--- config.mk ---
export PLATFORM = sky130hd
export DESIGN_NAME = color_gradient_map_unit
export DESIGN_NICKNAME = d
export VERILOG_FILES = /design/src/hdl/cgm_pkg.sv /design/src/hdl/cgm_ctrl.sv /design/src/hdl/cgm_dp.sv /design/src/hdl/color_gradient_map_unit.sv
export SDC_FILE = /design/constraint.sdc
export NUM_CORES = 2
export LEC_CHECK = 0
export BUFFER_PORTS_ARGS = -buffer_cell sky130_fd_sc_hd__buf_2
export CORE_UTILIZATION = 35
export CTS_CLUSTER_DIAMETER = 120
export CTS_CLUSTER_SIZE = 28
export DETAILED_ROUTE_END_ITERATION = 6
export GPL_TIMING_DRIVEN = 0
export HOLD_SLACK_MARGIN = 0.05
export PLACE_DENSITY = 0.48
export SLEW_MARGIN = 0
export SYNTH_ARGS = -nofsm -noshare
export SYNTH_HDL_FRONTEND = slang
export SYNTH_HIERARCHICAL = 1
export SYNTH_SLANG_ARGS = --single-unit
--- constraint.sdc ---
create_clock -name clk_i -period 12.2 [get_ports clk_i]
set_clock_uncertainty 0.2 [all_clocks]
set_input_delay 3.05 -clock clk_i [delete_from_list [all_inputs] [get_ports clk_i]]
set_output_delay 3.05 -clock clk_i [all_outputs]
set_load 0.03 [all_outputs]
--- src/hdl/cgm_pkg.sv ---
package cgm_pkg;

  localparam int unsigned NormSteps  = 17;
  localparam int unsigned BlendSteps = 8;

  localparam logic CMD_ADD    = 1'b0;
  localparam logic CMD_LOOKUP = 1'b1;

  localparam logic [1:0] KIND_COLOR   = 2'd0;
  localparam logic [1:0] KIND_STORED  = 2'd1;
  localparam logic [1:0] KIND_DROPPED = 2'd2;

  localparam logic [1:0] REG_MIN   = 2'd0;
  localparam logic [1:0] REG_CLAMP = 2'd1;
  localparam logic [1:0] REG_CAT   = 2'd2;

  localparam logic [16:0] NORM_SAT = 17'h1FFFF;

  typedef enum logic [2:0] {
    OUT_NONE,
    OUT_ADD,
    OUT_LO,
    OUT_BLEND,
    OUT_CAT,
    OUT_CAT_BLACK
  } out_sel_e;

  typedef struct packed {
    logic     load;
    logic     norm_init;
    logic     norm_step;
    logic     walk_step;
    logic     blend_init;
    logic     blend_step;
    logic     cat_init;
    logic     cat_step;
    out_sel_e out_sel;
  } cgm_cmd_t;

  typedef struct packed {
    logic is_add;
    logic cat_mode;
    logic norm_skip;
    logic walk_end;
    logic walk_hit;
    logic count_zero;
  } cgm_sts_t;

endpackage

--- src/hdl/cgm_ctrl.sv ---
module cgm_ctrl
  import cgm_pkg::*;
#(
  parameter int unsigned CatSteps = 21
) (
  input  logic     clk_i,
  input  logic     rst_ni,
  input  logic     start_i,
  input  cgm_sts_t sts_i,
  output cgm_cmd_t cmd_o,
  output logic     busy_o
);

  localparam int unsigned CNTW = $clog2(CatSteps);

  typedef enum logic [7:0] {
    ST_IDLE  = 8'b00000001,
    ST_DISP  = 8'b00000010,
    ST_NORM  = 8'b00000100,
    ST_WALK  = 8'b00001000,
    ST_BLEND = 8'b00010000,
    ST_BOUT  = 8'b00100000,
    ST_CAT   = 8'b01000000,
    ST_COUT  = 8'b10000000
  } state_e;

  state_e state_q, state_d;
  logic [CNTW-1:0] cnt_q, cnt_d;

  always_comb begin
    state_d = state_q;
    cnt_d   = cnt_q;
    cmd_o   = '0;
    cmd_o.out_sel = OUT_NONE;
    unique case (state_q)
      ST_IDLE: begin
        if (start_i) begin
          cmd_o.load = 1'b1;
          state_d    = ST_DISP;
        end
      end
      ST_DISP: begin
        if (sts_i.is_add) begin
          cmd_o.out_sel = OUT_ADD;
          state_d       = ST_IDLE;
        end else if (sts_i.cat_mode) begin
          if (sts_i.count_zero) begin
            cmd_o.out_sel = OUT_CAT_BLACK;
            state_d       = ST_IDLE;
          end else begin
            cmd_o.cat_init = 1'b1;
            cnt_d          = CNTW'(CatSteps - 1);
            state_d        = ST_CAT;
          end
        end else begin
          cmd_o.norm_init = 1'b1;
          cnt_d           = CNTW'(NormSteps - 1);
          state_d         = sts_i.norm_skip ? ST_WALK : ST_NORM;
        end
      end
      ST_NORM: begin
        cmd_o.norm_step = 1'b1;
        cnt_d           = cnt_q - 1'b1;
        if (cnt_q == '0) state_d = ST_WALK;
      end
      ST_WALK: begin
        if (sts_i.walk_end) begin
          cmd_o.out_sel = OUT_LO;
          state_d       = ST_IDLE;
        end else if (sts_i.walk_hit) begin
          cmd_o.blend_init = 1'b1;
          cnt_d            = CNTW'(BlendSteps - 1);
          state_d          = ST_BLEND;
        end else begin
          cmd_o.walk_step = 1'b1;
        end
      end
      ST_BLEND: begin
        cmd_o.blend_step = 1'b1;
        cnt_d            = cnt_q - 1'b1;
        if (cnt_q == '0) state_d = ST_BOUT;
      end
      ST_BOUT: begin
        cmd_o.out_sel = OUT_BLEND;
        state_d       = ST_IDLE;
      end
      ST_CAT: begin
        cmd_o.cat_step = 1'b1;
        cnt_d          = cnt_q - 1'b1;
        if (cnt_q == '0) state_d = ST_COUT;
      end
      ST_COUT: begin
        cmd_o.out_sel = OUT_CAT;
        state_d       = ST_IDLE;
      end
      default: state_d = ST_IDLE;
    endcase
  end

  always_ff @(posedge clk_i or negedge rst_ni) begin
    if (!rst_ni) begin
      state_q <= ST_IDLE;
      cnt_q   <= '0;
    end else begin
      state_q <= state_d;
      cnt_q   <= cnt_d;
    end
  end

  assign busy_o = (state_q != ST_IDLE);

endmodule

--- src/hdl/cgm_dp.sv ---
module cgm_dp
  import cgm_pkg::*;
#(
  parameter int unsigned MaxStops = 8
) (
  input  logic               clk_i,
  input  logic               rst_ni,
  input  cgm_cmd_t           cmd_i,
  output cgm_sts_t           sts_o,
  input  logic signed [31:0] min_value_i,
  input  logic signed [31:0] clamp_value_i,
  input  logic               categorical_mode_i,
  input  logic               item_cmd_i,
  input  logic signed [31:0] sample_value_i,
  input  logic [7:0]         opacity_i,
  input  logic [16:0]        stop_position_i,
  input  logic [7:0]         stop_red_i,
  input  logic [7:0]         stop_green_i,
  input  logic [7:0]         stop_blue_i,
  output logic               done_o,
  output logic [1:0]         kind_o,
  output logic [7:0]         out_red_o,
  output logic [7:0]         out_green_o,
  output logic [7:0]         out_blue_o,
  output logic [7:0]         out_alpha_o
);

  localparam int unsigned CW   = $clog2(MaxStops + 1);
  localparam int unsigned IDXW = (MaxStops > 1) ? $clog2(MaxStops) : 1;
  localparam int unsigned QPW  = CW + 17;

  // stop table, kept sorted
  logic [16:0] pos_q [MaxStops];
  logic [23:0] col_q [MaxStops];
  logic [CW-1:0] count_q;

  // captured item
  logic        cmd_q;
  logic signed [31:0] sample_q;
  logic [7:0]  opacity_q;
  logic [16:0] npos_q;
  logic [23:0] nrgb_q;

  // normalize divider
  logic [34:0] nrem_q;
  logic [32:0] ndiv_q;
  logic [16:0] norm_q;

  // walker
  logic [CW-1:0] w_q;
  logic [16:0]   lo_pos_q;
  logic [23:0]   lo_rgb_q;

  // blend dividers
  logic [25:0] brem_q [3];
  logic [23:0] bdiv_q;
  logic [7:0]  bq_q [3];

  // categorical remainder
  logic [QPW-1:0] csh_q;
  logic [CW-1:0]  crem_q;

  logic [IDXW-1:0] rd_idx;
  logic [16:0]     rd_pos;
  logic [23:0]     rd_col;
  logic            full;

  assign full   = (count_q >= CW'(MaxStops));
  assign rd_idx = categorical_mode_i ? crem_q[IDXW-1:0] : w_q[IDXW-1:0];
  assign rd_pos = pos_q[rd_idx];
  assign rd_col = col_q[rd_idx];

  // normalize setup
  logic signed [32:0] num, den;
  logic [32:0] an, ad;
  logic        den_zero, neg_or_zero, sat;

  always_comb begin
    num = 33'(sample_q) - 33'(min_value_i);
    den = 33'(clamp_value_i) - 33'(min_value_i);
    an  = num[32] ? 33'(-num) : 33'(num);
    ad  = den[32] ? 33'(-den) : 33'(den);
    den_zero    = (den == '0);
    neg_or_zero = (num == '0) || (num[32] != den[32]);
    sat         = ({1'b0, an} >= {ad, 1'b0});
  end

  assign sts_o.is_add     = (cmd_q == CMD_ADD);
  assign sts_o.cat_mode   = categorical_mode_i;
  assign sts_o.norm_skip  = den_zero || neg_or_zero || sat;
  assign sts_o.walk_end   = (w_q == count_q);
  assign sts_o.walk_hit   = (rd_pos > norm_q);
  assign sts_o.count_zero = (count_q == '0);

  // insertion: entry stays where its position is not above the new one
  logic [MaxStops-1:0] keep;
  always_comb begin
    for (int i = 0; i < MaxStops; i++) begin
      keep[i] = (CW'(i) < count_q) && (pos_q[i] <= npos_q);
    end
  end

  always_ff @(posedge clk_i) begin
    if (cmd_i.out_sel == OUT_ADD && !full) begin
      for (int i = 0; i < MaxStops; i++) begin
        if (!keep[i]) begin
          if (i == 0 || keep[(i == 0) ? 0 : i - 1]) begin
            pos_q[i] <= npos_q;
            col_q[i] <= nrgb_q;
          end else begin
            pos_q[i] <= pos_q[(i == 0) ? 0 : i - 1];
            col_q[i] <= col_q[(i == 0) ? 0 : i - 1];
          end
        end
      end
    end
  end

  always_ff @(posedge clk_i or negedge rst_ni) begin
    if (!rst_ni) begin
      count_q <= '0;
      done_o  <= 1'b0;
    end else begin
      if (cmd_i.out_sel == OUT_ADD && !full) count_q <= count_q + 1'b1;
      done_o <= (cmd_i.out_sel != OUT_NONE);
    end
  end

  // blend numerators
  logic [16:0] bd, bf;
  logic [25:0] bnum [3];
  always_comb begin
    bd = rd_pos - lo_pos_q;
    bf = norm_q - lo_pos_q;
    for (int c = 0; c < 3; c++) begin
      bnum[c] = 26'(lo_rgb_q[8*c +: 8]) * 26'(bd - bf) + 26'(rd_col[8*c +: 8]) * 26'(bf);
    end
  end

  logic signed [32:0] dcat;
  logic [QPW-1:0]     qcat;
  logic [CW:0]        ctry;
  logic [34:0]        nsub;
  assign dcat = 33'(sample_q) - 33'(min_value_i);
  assign qcat = dcat[32] ? (QPW'($signed(dcat[32:16])) + (QPW'(count_q) << 16))
                         : QPW'(dcat[32:16]);
  assign ctry = {crem_q, csh_q[QPW-1]};
  assign nsub = nrem_q - 35'(ndiv_q);

  always_ff @(posedge clk_i) begin
    if (cmd_i.load) begin
      cmd_q     <= item_cmd_i;
      sample_q  <= sample_value_i;
      opacity_q <= opacity_i;
      npos_q    <= stop_position_i;
      nrgb_q    <= {stop_red_i, stop_green_i, stop_blue_i};
      w_q       <= '0;
      lo_pos_q  <= '0;
      lo_rgb_q  <= '0;
    end
    if (cmd_i.norm_init) begin
      nrem_q <= 35'(an);
      ndiv_q <= ad;
      if (den_zero || (!neg_or_zero && sat)) norm_q <= NORM_SAT;
      else norm_q <= '0;
    end
    if (cmd_i.norm_step) begin
      if (!nsub[34]) begin
        nrem_q <= {nsub[33:0], 1'b0};
        norm_q <= {norm_q[15:0], 1'b1};
      end else begin
        nrem_q <= {nrem_q[33:0], 1'b0};
        norm_q <= {norm_q[15:0], 1'b0};
      end
    end
    if (cmd_i.walk_step) begin
      lo_pos_q <= rd_pos;
      lo_rgb_q <= rd_col;
      w_q      <= w_q + 1'b1;
    end
    if (cmd_i.blend_init) begin
      bdiv_q <= {bd, 7'b0};
      for (int c = 0; c < 3; c++) begin
        brem_q[c] <= bnum[c];
        bq_q[c]   <= '0;
      end
    end
    if (cmd_i.blend_step) begin
      bdiv_q <= bdiv_q >> 1;
      for (int c = 0; c < 3; c++) begin
        if (brem_q[c] >= 26'(bdiv_q)) begin
          brem_q[c] <= brem_q[c] - 26'(bdiv_q);
          bq_q[c]   <= {bq_q[c][6:0], 1'b1};
        end else begin
          bq_q[c]   <= {bq_q[c][6:0], 1'b0};
        end
      end
    end
    if (cmd_i.cat_init) begin
      csh_q  <= qcat;
      crem_q <= '0;
    end
    if (cmd_i.cat_step) begin
      csh_q <= csh_q << 1;
      if (ctry >= (CW+1)'(count_q)) crem_q <= CW'(ctry - (CW+1)'(count_q));
      else crem_q <= ctry[CW-1:0];
    end
    case (cmd_i.out_sel)
      OUT_ADD: begin
        kind_o <= full ? KIND_DROPPED : KIND_STORED;
        {out_red_o, out_green_o, out_blue_o, out_alpha_o} <= '0;
      end
      OUT_LO: begin
        kind_o <= KIND_COLOR;
        {out_red_o, out_green_o, out_blue_o} <= lo_rgb_q;
        out_alpha_o <= opacity_q;
      end
      OUT_BLEND: begin
        kind_o <= KIND_COLOR;
        {out_red_o, out_green_o, out_blue_o} <= {bq_q[2], bq_q[1], bq_q[0]};
        out_alpha_o <= opacity_q;
      end
      OUT_CAT: begin
        kind_o <= KIND_COLOR;
        {out_red_o, out_green_o, out_blue_o} <= rd_col;
        out_alpha_o <= 8'hFF;
      end
      OUT_CAT_BLACK: begin
        kind_o <= KIND_COLOR;
        {out_red_o, out_green_o, out_blue_o} <= '0;
        out_alpha_o <= 8'hFF;
      end
      default: ;
    endcase
  end

endmodule

--- src/hdl/color_gradient_map_unit.sv ---
// Add beat: result strobed out of the dispatch state. Lookup, gradient: normalize
// divider (one quotient bit a cycle, skipped when the result saturates or is zero, or
// when min equals clamp), then stop walk, blend divider and output; past the last stop
// the walk ends without the blend. Lookup, categorical: bit-serial remainder.
// One item at a time; busy covers it.
// rst_ni async low: table empty, registers back to min 0, clamp 1.0, gradient mode.
// Results are strobed for one cycle; the receiver cannot stall.
module color_gradient_map_unit
  import cgm_pkg::*;
#(
  parameter int unsigned MAX_STOPS = 8
) (
  input  logic        clk_i,
  input  logic        rst_ni,
  // command beat
  input  logic        start,
  output logic        busy,
  input  logic        cmd_i,
  input  logic [31:0] sample_value_i,
  input  logic [7:0]  opacity_i,
  input  logic [16:0] stop_position_i,
  input  logic [7:0]  stop_red_i,
  input  logic [7:0]  stop_green_i,
  input  logic [7:0]  stop_blue_i,
  // result beat
  output logic        done_o,
  output logic [1:0]  kind_o,
  output logic [7:0]  out_red_o,
  output logic [7:0]  out_green_o,
  output logic [7:0]  out_blue_o,
  output logic [7:0]  out_alpha_o,
  // APB config
  input  logic        psel,
  input  logic        penable,
  input  logic        pwrite,
  input  logic [3:0]  paddr,
  input  logic [31:0] pwdata,
  output logic [31:0] prdata,
  output logic        pready
);

  localparam int unsigned CatSteps = $clog2(MAX_STOPS + 1) + 17;

  logic signed [31:0] min_q, clamp_q;
  logic               cat_q;
  logic               wr_en;
  logic [1:0]         reg_idx;

  assign pready  = 1'b1;
  assign wr_en   = psel && penable && pwrite;
  assign reg_idx = paddr[3:2];

  always_ff @(posedge clk_i or negedge rst_ni) begin
    if (!rst_ni) begin
      min_q   <= '0;
      clamp_q <= 32'sd65536;
      cat_q   <= 1'b0;
    end else if (wr_en) begin
      unique case (reg_idx)
        REG_MIN:   min_q   <= pwdata;
        REG_CLAMP: clamp_q <= pwdata;
        REG_CAT:   cat_q   <= pwdata[0];
        default: ;
      endcase
    end
  end

  always_comb begin
    unique case (reg_idx)
      REG_MIN:   prdata = min_q;
      REG_CLAMP: prdata = clamp_q;
      REG_CAT:   prdata = {31'b0, cat_q};
      default:   prdata = '0;
    endcase
  end

  cgm_cmd_t cmd;
  cgm_sts_t sts;

  cgm_ctrl #(
    .CatSteps(CatSteps)
  ) u_ctrl (
    .clk_i  (clk_i),
    .rst_ni (rst_ni),
    .start_i(start),
    .sts_i  (sts),
    .cmd_o  (cmd),
    .busy_o (busy)
  );

  cgm_dp #(
    .MaxStops(MAX_STOPS)
  ) u_dp (
    .clk_i             (clk_i),
    .rst_ni            (rst_ni),
    .cmd_i             (cmd),
    .sts_o             (sts),
    .min_value_i       (min_q),
    .clamp_value_i     (clamp_q),
    .categorical_mode_i(cat_q),
    .item_cmd_i        (cmd_i),
    .sample_value_i    (sample_value_i),
    .opacity_i         (opacity_i),
    .stop_position_i   (stop_position_i),
    .stop_red_i        (stop_red_i),
    .stop_green_i      (stop_green_i),
    .stop_blue_i       (stop_blue_i),
    .done_o            (done_o),
    .kind_o            (kind_o),
    .out_red_o         (out_red_o),
    .out_green_o       (out_green_o),
    .out_blue_o        (out_blue_o),
    .out_alpha_o       (out_alpha_o)
  );

endmodule

Word level (Yosys, flattened, before mapping)
Memories as Yosys holds them, arrays and structs flattened.
Cells that the tools add are included.
Widths: inputs -> output; s select.
{"block": "op_classes", "mux": 170, "multipliers": 6, "add_sub_neg": 19, "n_eq_ne": 27, "bitwise": 23, "n_reduce_logical": 42, "order_cmp": 23}
{"cell": "$mux 24", "count": 9}
{"cell": "$mux 17", "count": 12}
{"cell": "$le 17x17->1", "count": 8}
{"cell": "$mux 8", "count": 14}
{"cell": "$mux 35", "count": 3}
{"cell": "$pmux 32 s3", "count": 1}
{"cell": "$pmux 8 s4", "count": 3}
{"cell": "$mux 1", "count": 93}
{"cell": "$add 26x25->26", "count": 3}
{"cell": "$ge 26x24->1", "count": 3}
{"cell": "$mul 8x26->26", "count": 3}
{"cell": "$mux 26", "count": 3}
{"cell": "$sub 26x24->26", "count": 3}
{"cell": "$mul 8x17->25", "count": 3}
{"cell": "$logic_not 33->1", "count": 2}
{"cell": "$mux 33", "count": 2}
{"cell": "$neg 33->33", "count": 2}
{"cell": "$sub 32x32->33", "count": 2}
{"cell": "$mux 21", "count": 3}
{"cell": "$pmux 8 s6", "count": 1}
{"cell": "$mux 23", "count": 2}
{"cell": "$sub 35x33->35", "count": 1}
{"cell": "$ge 33x34->1", "count": 1}
{"cell": "$sub 17x17->17", "count": 2}
{"cell": "other kinds (54)", "count": 131}
{"block": "totals", "wordCells": 342, "out_inout_bits": 69, "ramBits": 430, "mem_count": 4, "input_bits": 124, "regBits": 378}
{"memory": "u_dp.col_q", "depth": 8, "word_bits": 24, "read_ports": 8, "rd_ports_with_merged_regs": 0, "wr": 8, "line": "cgm_dp.sv:34", "rtl": "logic [23:0] col_q [MaxStops];"}
{"memory": "u_dp.pos_q", "depth": 8, "word_bits": 17, "read_ports": 9, "rd_ports_with_merged_regs": 0, "wr": 8, "line": "cgm_dp.sv:33", "rtl": "logic [16:0] pos_q [MaxStops];"}
{"memory": "u_dp.brem_q", "depth": 3, "word_bits": 26, "read_ports": 3, "rd_ports_with_merged_regs": 0, "wr": 3, "line": "cgm_dp.sv:55", "rtl": "logic [25:0] brem_q [3];"}
{"memory": "u_dp.bq_q", "depth": 3, "word_bits": 8, "read_ports": 3, "rd_ports_with_merged_regs": 0, "wr": 3, "line": "cgm_dp.sv:57", "rtl": "logic [7:0] bq_q [3];"}

Logic depth before layout (Yosys ltp)
{"block": "depth", "word_depth": 10, "mapped_depth": 50, "mapped_depth_nobuf": 45}

Cells and area by module
Netlist, hierarchy kept.
{"module": "cgm_dp", "cells_each": 7406, "instances": 1, "seq_area_each_um2": 21866.0, "area_each_um2": 75353.5}
{"module": "color_gradient_map_unit", "cells_each": 216, "instances": 1, "seq_area_each_um2": 1627.8, "area_each_um2": 3056.7}
{"module": "cgm_ctrl", "cells_each": 91, "instances": 1, "seq_area_each_um2": 326.6, "area_each_um2": 873.3}

Least setup slack after synthesis
Ideal clock, no wire load.
{"block": "synth_timing", "path_type": "register to register", "startpoint": "register cat_q", "endpoint": "memory u_dp.brem_q[1][25], in the netlist u_dp/brem_q[0][51] (data pin)", "arrival_ns": 11.979, "stages_incl_launch_ff": 46, "n_path_buf": 5, "period_less_slack_ns": 12.448, "path_slack_ns": -0.248, "required_time_ns": 11.731, "setup_ns": 0.269, "cell_sequence": "dfrtp_1 > clkbuf_1 > mux2i_1 > clkbuf_1 > buf_1 > clkbuf_1 > mux4_2 > mux2_2 > ha_1 > nor2b_1 > o21ai_0 > a21boi_0 > o21ai_0 > a21boi_0 > o21ai_0 > a21oi_1 > o41ai_1 > o21bai_1 > [... 10 more ...] > fa_1 > inv_1 > fa_1 > fa_1 > inv_1 > fa_1 > inv_1 > fa_1 > inv_1 > ha_1 > a21o_1 > a21o_1 > a21o_1 > a21oi_1 > o21ai_0 > a21oi_1 > xnor2_1 > o21ai_0"}
{"element": "start, declared", "line": "color_gradient_map_unit.sv:45", "rtl": "logic cat_q;"}
{"element": "start signal, assigned", "line": "color_gradient_map_unit.sv:62", "rtl": "REG_CAT: cat_q <= pwdata[0];"}
{"element": "end, declared", "line": "cgm_dp.sv:55"}

==> impl_metrics.json <==
{
  "status": "finished clean",
  "rsz0062_at_grt": "yes",
  "wire_per_inst_um": 24.1,
  "grt_pass1_vias": 60300,
  "synth_area_leaders": "edfxtp_1 (27%), fa_1 (19%), ha_1 (9.7%), inv_1 (5.6%), mux2_2 (4.9%)",
  "gp_congestion": 0.918,
  "antenna_found_initial": 25,
  "die_h_um": 478,
  "syn_to_final_growth_pct": 10.5,
  "start_util_pct": 35.3,
  "grt_pass1_wl_um": 391000,
  "h-tree-depth": 2,
  "yosys_warnings": 6,
  "grt_max_degree": 56,
  "ys_ff_latch": 808,
  "numPortBuffers": 187,
  "place_hpwl_um": 213000,
  "syn_inst": 7713,
  "ff_latch_area_um2": 23800,
  "worstPathRequired_ns": 12.43,
  "period_minus_slack_ns": 11.93,
  "num_rows": 174,
  "arrival_ns": 12.16,
  "min_path_type": "flop to flop",
  "yosysMostFrequentCell": "inv_1",
  "chipWidth_um": 478,
  "synth_fp_nets": 9203,
  "hold_violations": 0,
  "path_class": "flop to flop",
  "cts.sinks": 808,
  "drive_gt1_share_pct": 13.1,
  "fillers": 22300,
  "grt_usage_pct": 23.0,
  "synth_cell_types": 107,
  "relSlewSlack_pct": 2.14,
  "num_io_pins": 193,
  "tns_ns": 0,
  "synth-edff-count": 722,
  "tightest_slew_ns": 1.46,
  "maxSlewViolCount": 0,
  "fmax_ghz": 0.0838,
  "cts_root_buffer": "clkbuf_16",
  "max_cap_viol_count": 0,
  "clockBufferDepth": 3,
  "cts_tree": "yes",
  "drc": 0,
  "setup-violations-final": 0,
  "synth.cell_area_um2": 79300,
  "slowest_stage": "fa_1",
  "viasPerCell": 5.24,
  "worstSetupEndpointType": "flop",
  "fp.dieArea_um2": 228000,
  "seq_area_frac_synth_pct": 30.0,
  "ys.flop_type": "edfxtp_1",
  "crit_path_start_kind": "flop",
  "grt.overflow.total": 0,
  "synth_compound_area_share_pct": 9.56,
  "crit_fanout": 19,
  "synthAdderAreaFrac_pct": 28.7,
  "yosysTopAreaCell": "edfxtp_1",
  "vias": 57900,
  "synth_top_family_by_area": "adder cells",
  "drt_iter0_drc": 4030,
  "cts_made_buffers": 40,
  "ys_top_cells_by_count": "inv_1 (1185), fa_1 (753), edfxtp_1 (722)",
  "synthSimpleGateAreaFrac_pct": 11.9,
  "synth_mux_area_share_pct": 8.68,
  "drt-total-wl_um": 267000,
  "multi_input_area_um2": 50700,
  "crit_path_max_incr_delay_ns": 0.56,
  "final_nets": 9510,
  "cp_common_cell": "inv_1",
  "synthXorXnorAreaFrac_pct": 3.81,
  "yosysTopAreaCellShare_pct": 27.3,
  "synth_area_per_cell_um2": 10.3,
  "period_share_pct": 97.8,
  "clk_latency_ns": 0.76,
  "core-area_um2": 225000,
  "first_pass_iters": 6,
  "async_flop_share_pct": 10.3,
  "ant_nets": 0,
  "clk_pin_slew_ns": 0.11
}
## flip-flops by register name (all words and copies together), names as in the netlist, 17 cells and up
register and count:
clamp_q 32, u_dp/bdiv_q 24, u_dp/nrgb_q 24, u_dp/sample_q 32
u_dp/col_q 192, u_dp/nrem_q 35, u_dp/norm_q 17, u_dp/brem_q 78
u_dp/lo_rgb_q 24, u_dp/npos_q 17, u_dp/pos_q 136, u_dp/bq_q 24
min_q 32, u_dp/lo_pos_q 17, u_dp/csh_q 21, u_dp/ndiv_q 33
## critical path: cells and delay by family (launching register included)
family	cells	cell delay, ns
adders and majority gates	10	4.33
AOI/OAI and AO/OA	13	2.71
muxes	3	0.94
buffers and inverters	10	1.15
DFF	1	0.55
and+or+nand+nor	9	1.14
xor gates and xnor gates	2	0.55
## cells in the final DEF (no fill, tap or decap), types with 70 or more instances in the layout
cell / n
buf_2: 197
buf_4: 70
nor2_1: 485
a21o_1: 138
o21ai_0: 230
ha_1: 600
edfxtp_1: 722
mux4_2: 82
fa_1: 749
xor2_1: 112
mux2_2: 341
nand2_1: 667
nor2b_1: 103
a21oi_1: 335
and2_1: 302
clkbuf_1: 234
dfrtp_1: 80
o21a_1: 83
inv_1: 1180
xnor2_1: 205
## worst paths after layout
kind | startpoint | cells past startpoint | slack, ns | end
hold / removal | u_dp/csh_q[0]$_SDFFE_PP0P_ | 2 | 0.32 | u_dp/csh_q[0]$_SDFFE_PP0P_
hold reg to reg | u_dp/csh_q[0]$_SDFFE_PP0P_ | 2 | 0.32 | u_dp/csh_q[0]$_SDFFE_PP0P_
setup / recovery | cat_q$_DFFE_PN0P_ | 47 | 0.27 | u_dp/brem_q[0][77]$_DFFE_PP_
max in group asynchronous | rst_ni | 2 | 9.01 | u_ctrl/state_q[0]$_DFFE_PN1P_
setup reg to reg | cat_q$_DFFE_PN0P_ | 47 | 0.27 | u_dp/brem_q[0][77]$_DFFE_PP_
min in group asynchronous | rst_ni | 1 | 2.06 | min_q[7]$_DFFE_PN0P_
## repair_timing
item                                    in CTS  in global routing
hold buffers                                 0                  0
setup buffers                               40                 23
gates resized for setup                    205                 82
gates cloned                                 0                  0
pin swaps                                   26                 46
endpoints found under the setup margin      65                 17
## area by class of cell
class | count | area share [%]
antenna | 7 | 0.0200
timing repair buffer | 273 | 2.21
clock inverter | 16 | 0.311
clock buffer | 58 | 1.22
buffer | 301 | 1.74
tap | 2992 | 4.27
inverter | 1192 | 5.11
multi-input combinational | 5404 | 57.9
sequential | 808 | 27.2
## per-layer routing
layer / vias to the layer above / GRT usage [%] / part of all wire [%]
li1: 26500 / - / -
met1: 29500 / 30.2 / 44
met2: 1515 / 39.0 / 48
met3: 361 / 2.51 / 4.9
met4: 8 / 8.41 / 4.1
met5: - / 0 / 0.021
## per-stage QoR
stage	utilization, %	setup slack (ns)	cells	hold WS, ns	instance area, um^2
finish	38.9	0.267	11100	0.319	87600
global placement	37.3	-5.12	10900	0.279	84000
detailed placement	37.7	-4.90	10900	0.286	84700
CTS	38.8	-0.0453	11000	0.313	87200
floorplan	-	0.0539	7713	0.241	79300
global route	38.9	-0.0484	11000	0.348	87600
## cells by family (layout without fill, tap and decap cells)
logic type      count (synthesis)  after routing
other cells                     1              8
fa+ha+maj                    1366           1366
flops                         808            808
xor+xnor                      345            345
simple gates                 1969           1969
mux                           527            527
buf+inv                      1501           1840
compound gates               1196           1196
Power is left out: the tool's default activity adds up to more than one toggle a clock period on the data nets, which glitch-free logic cannot reach.
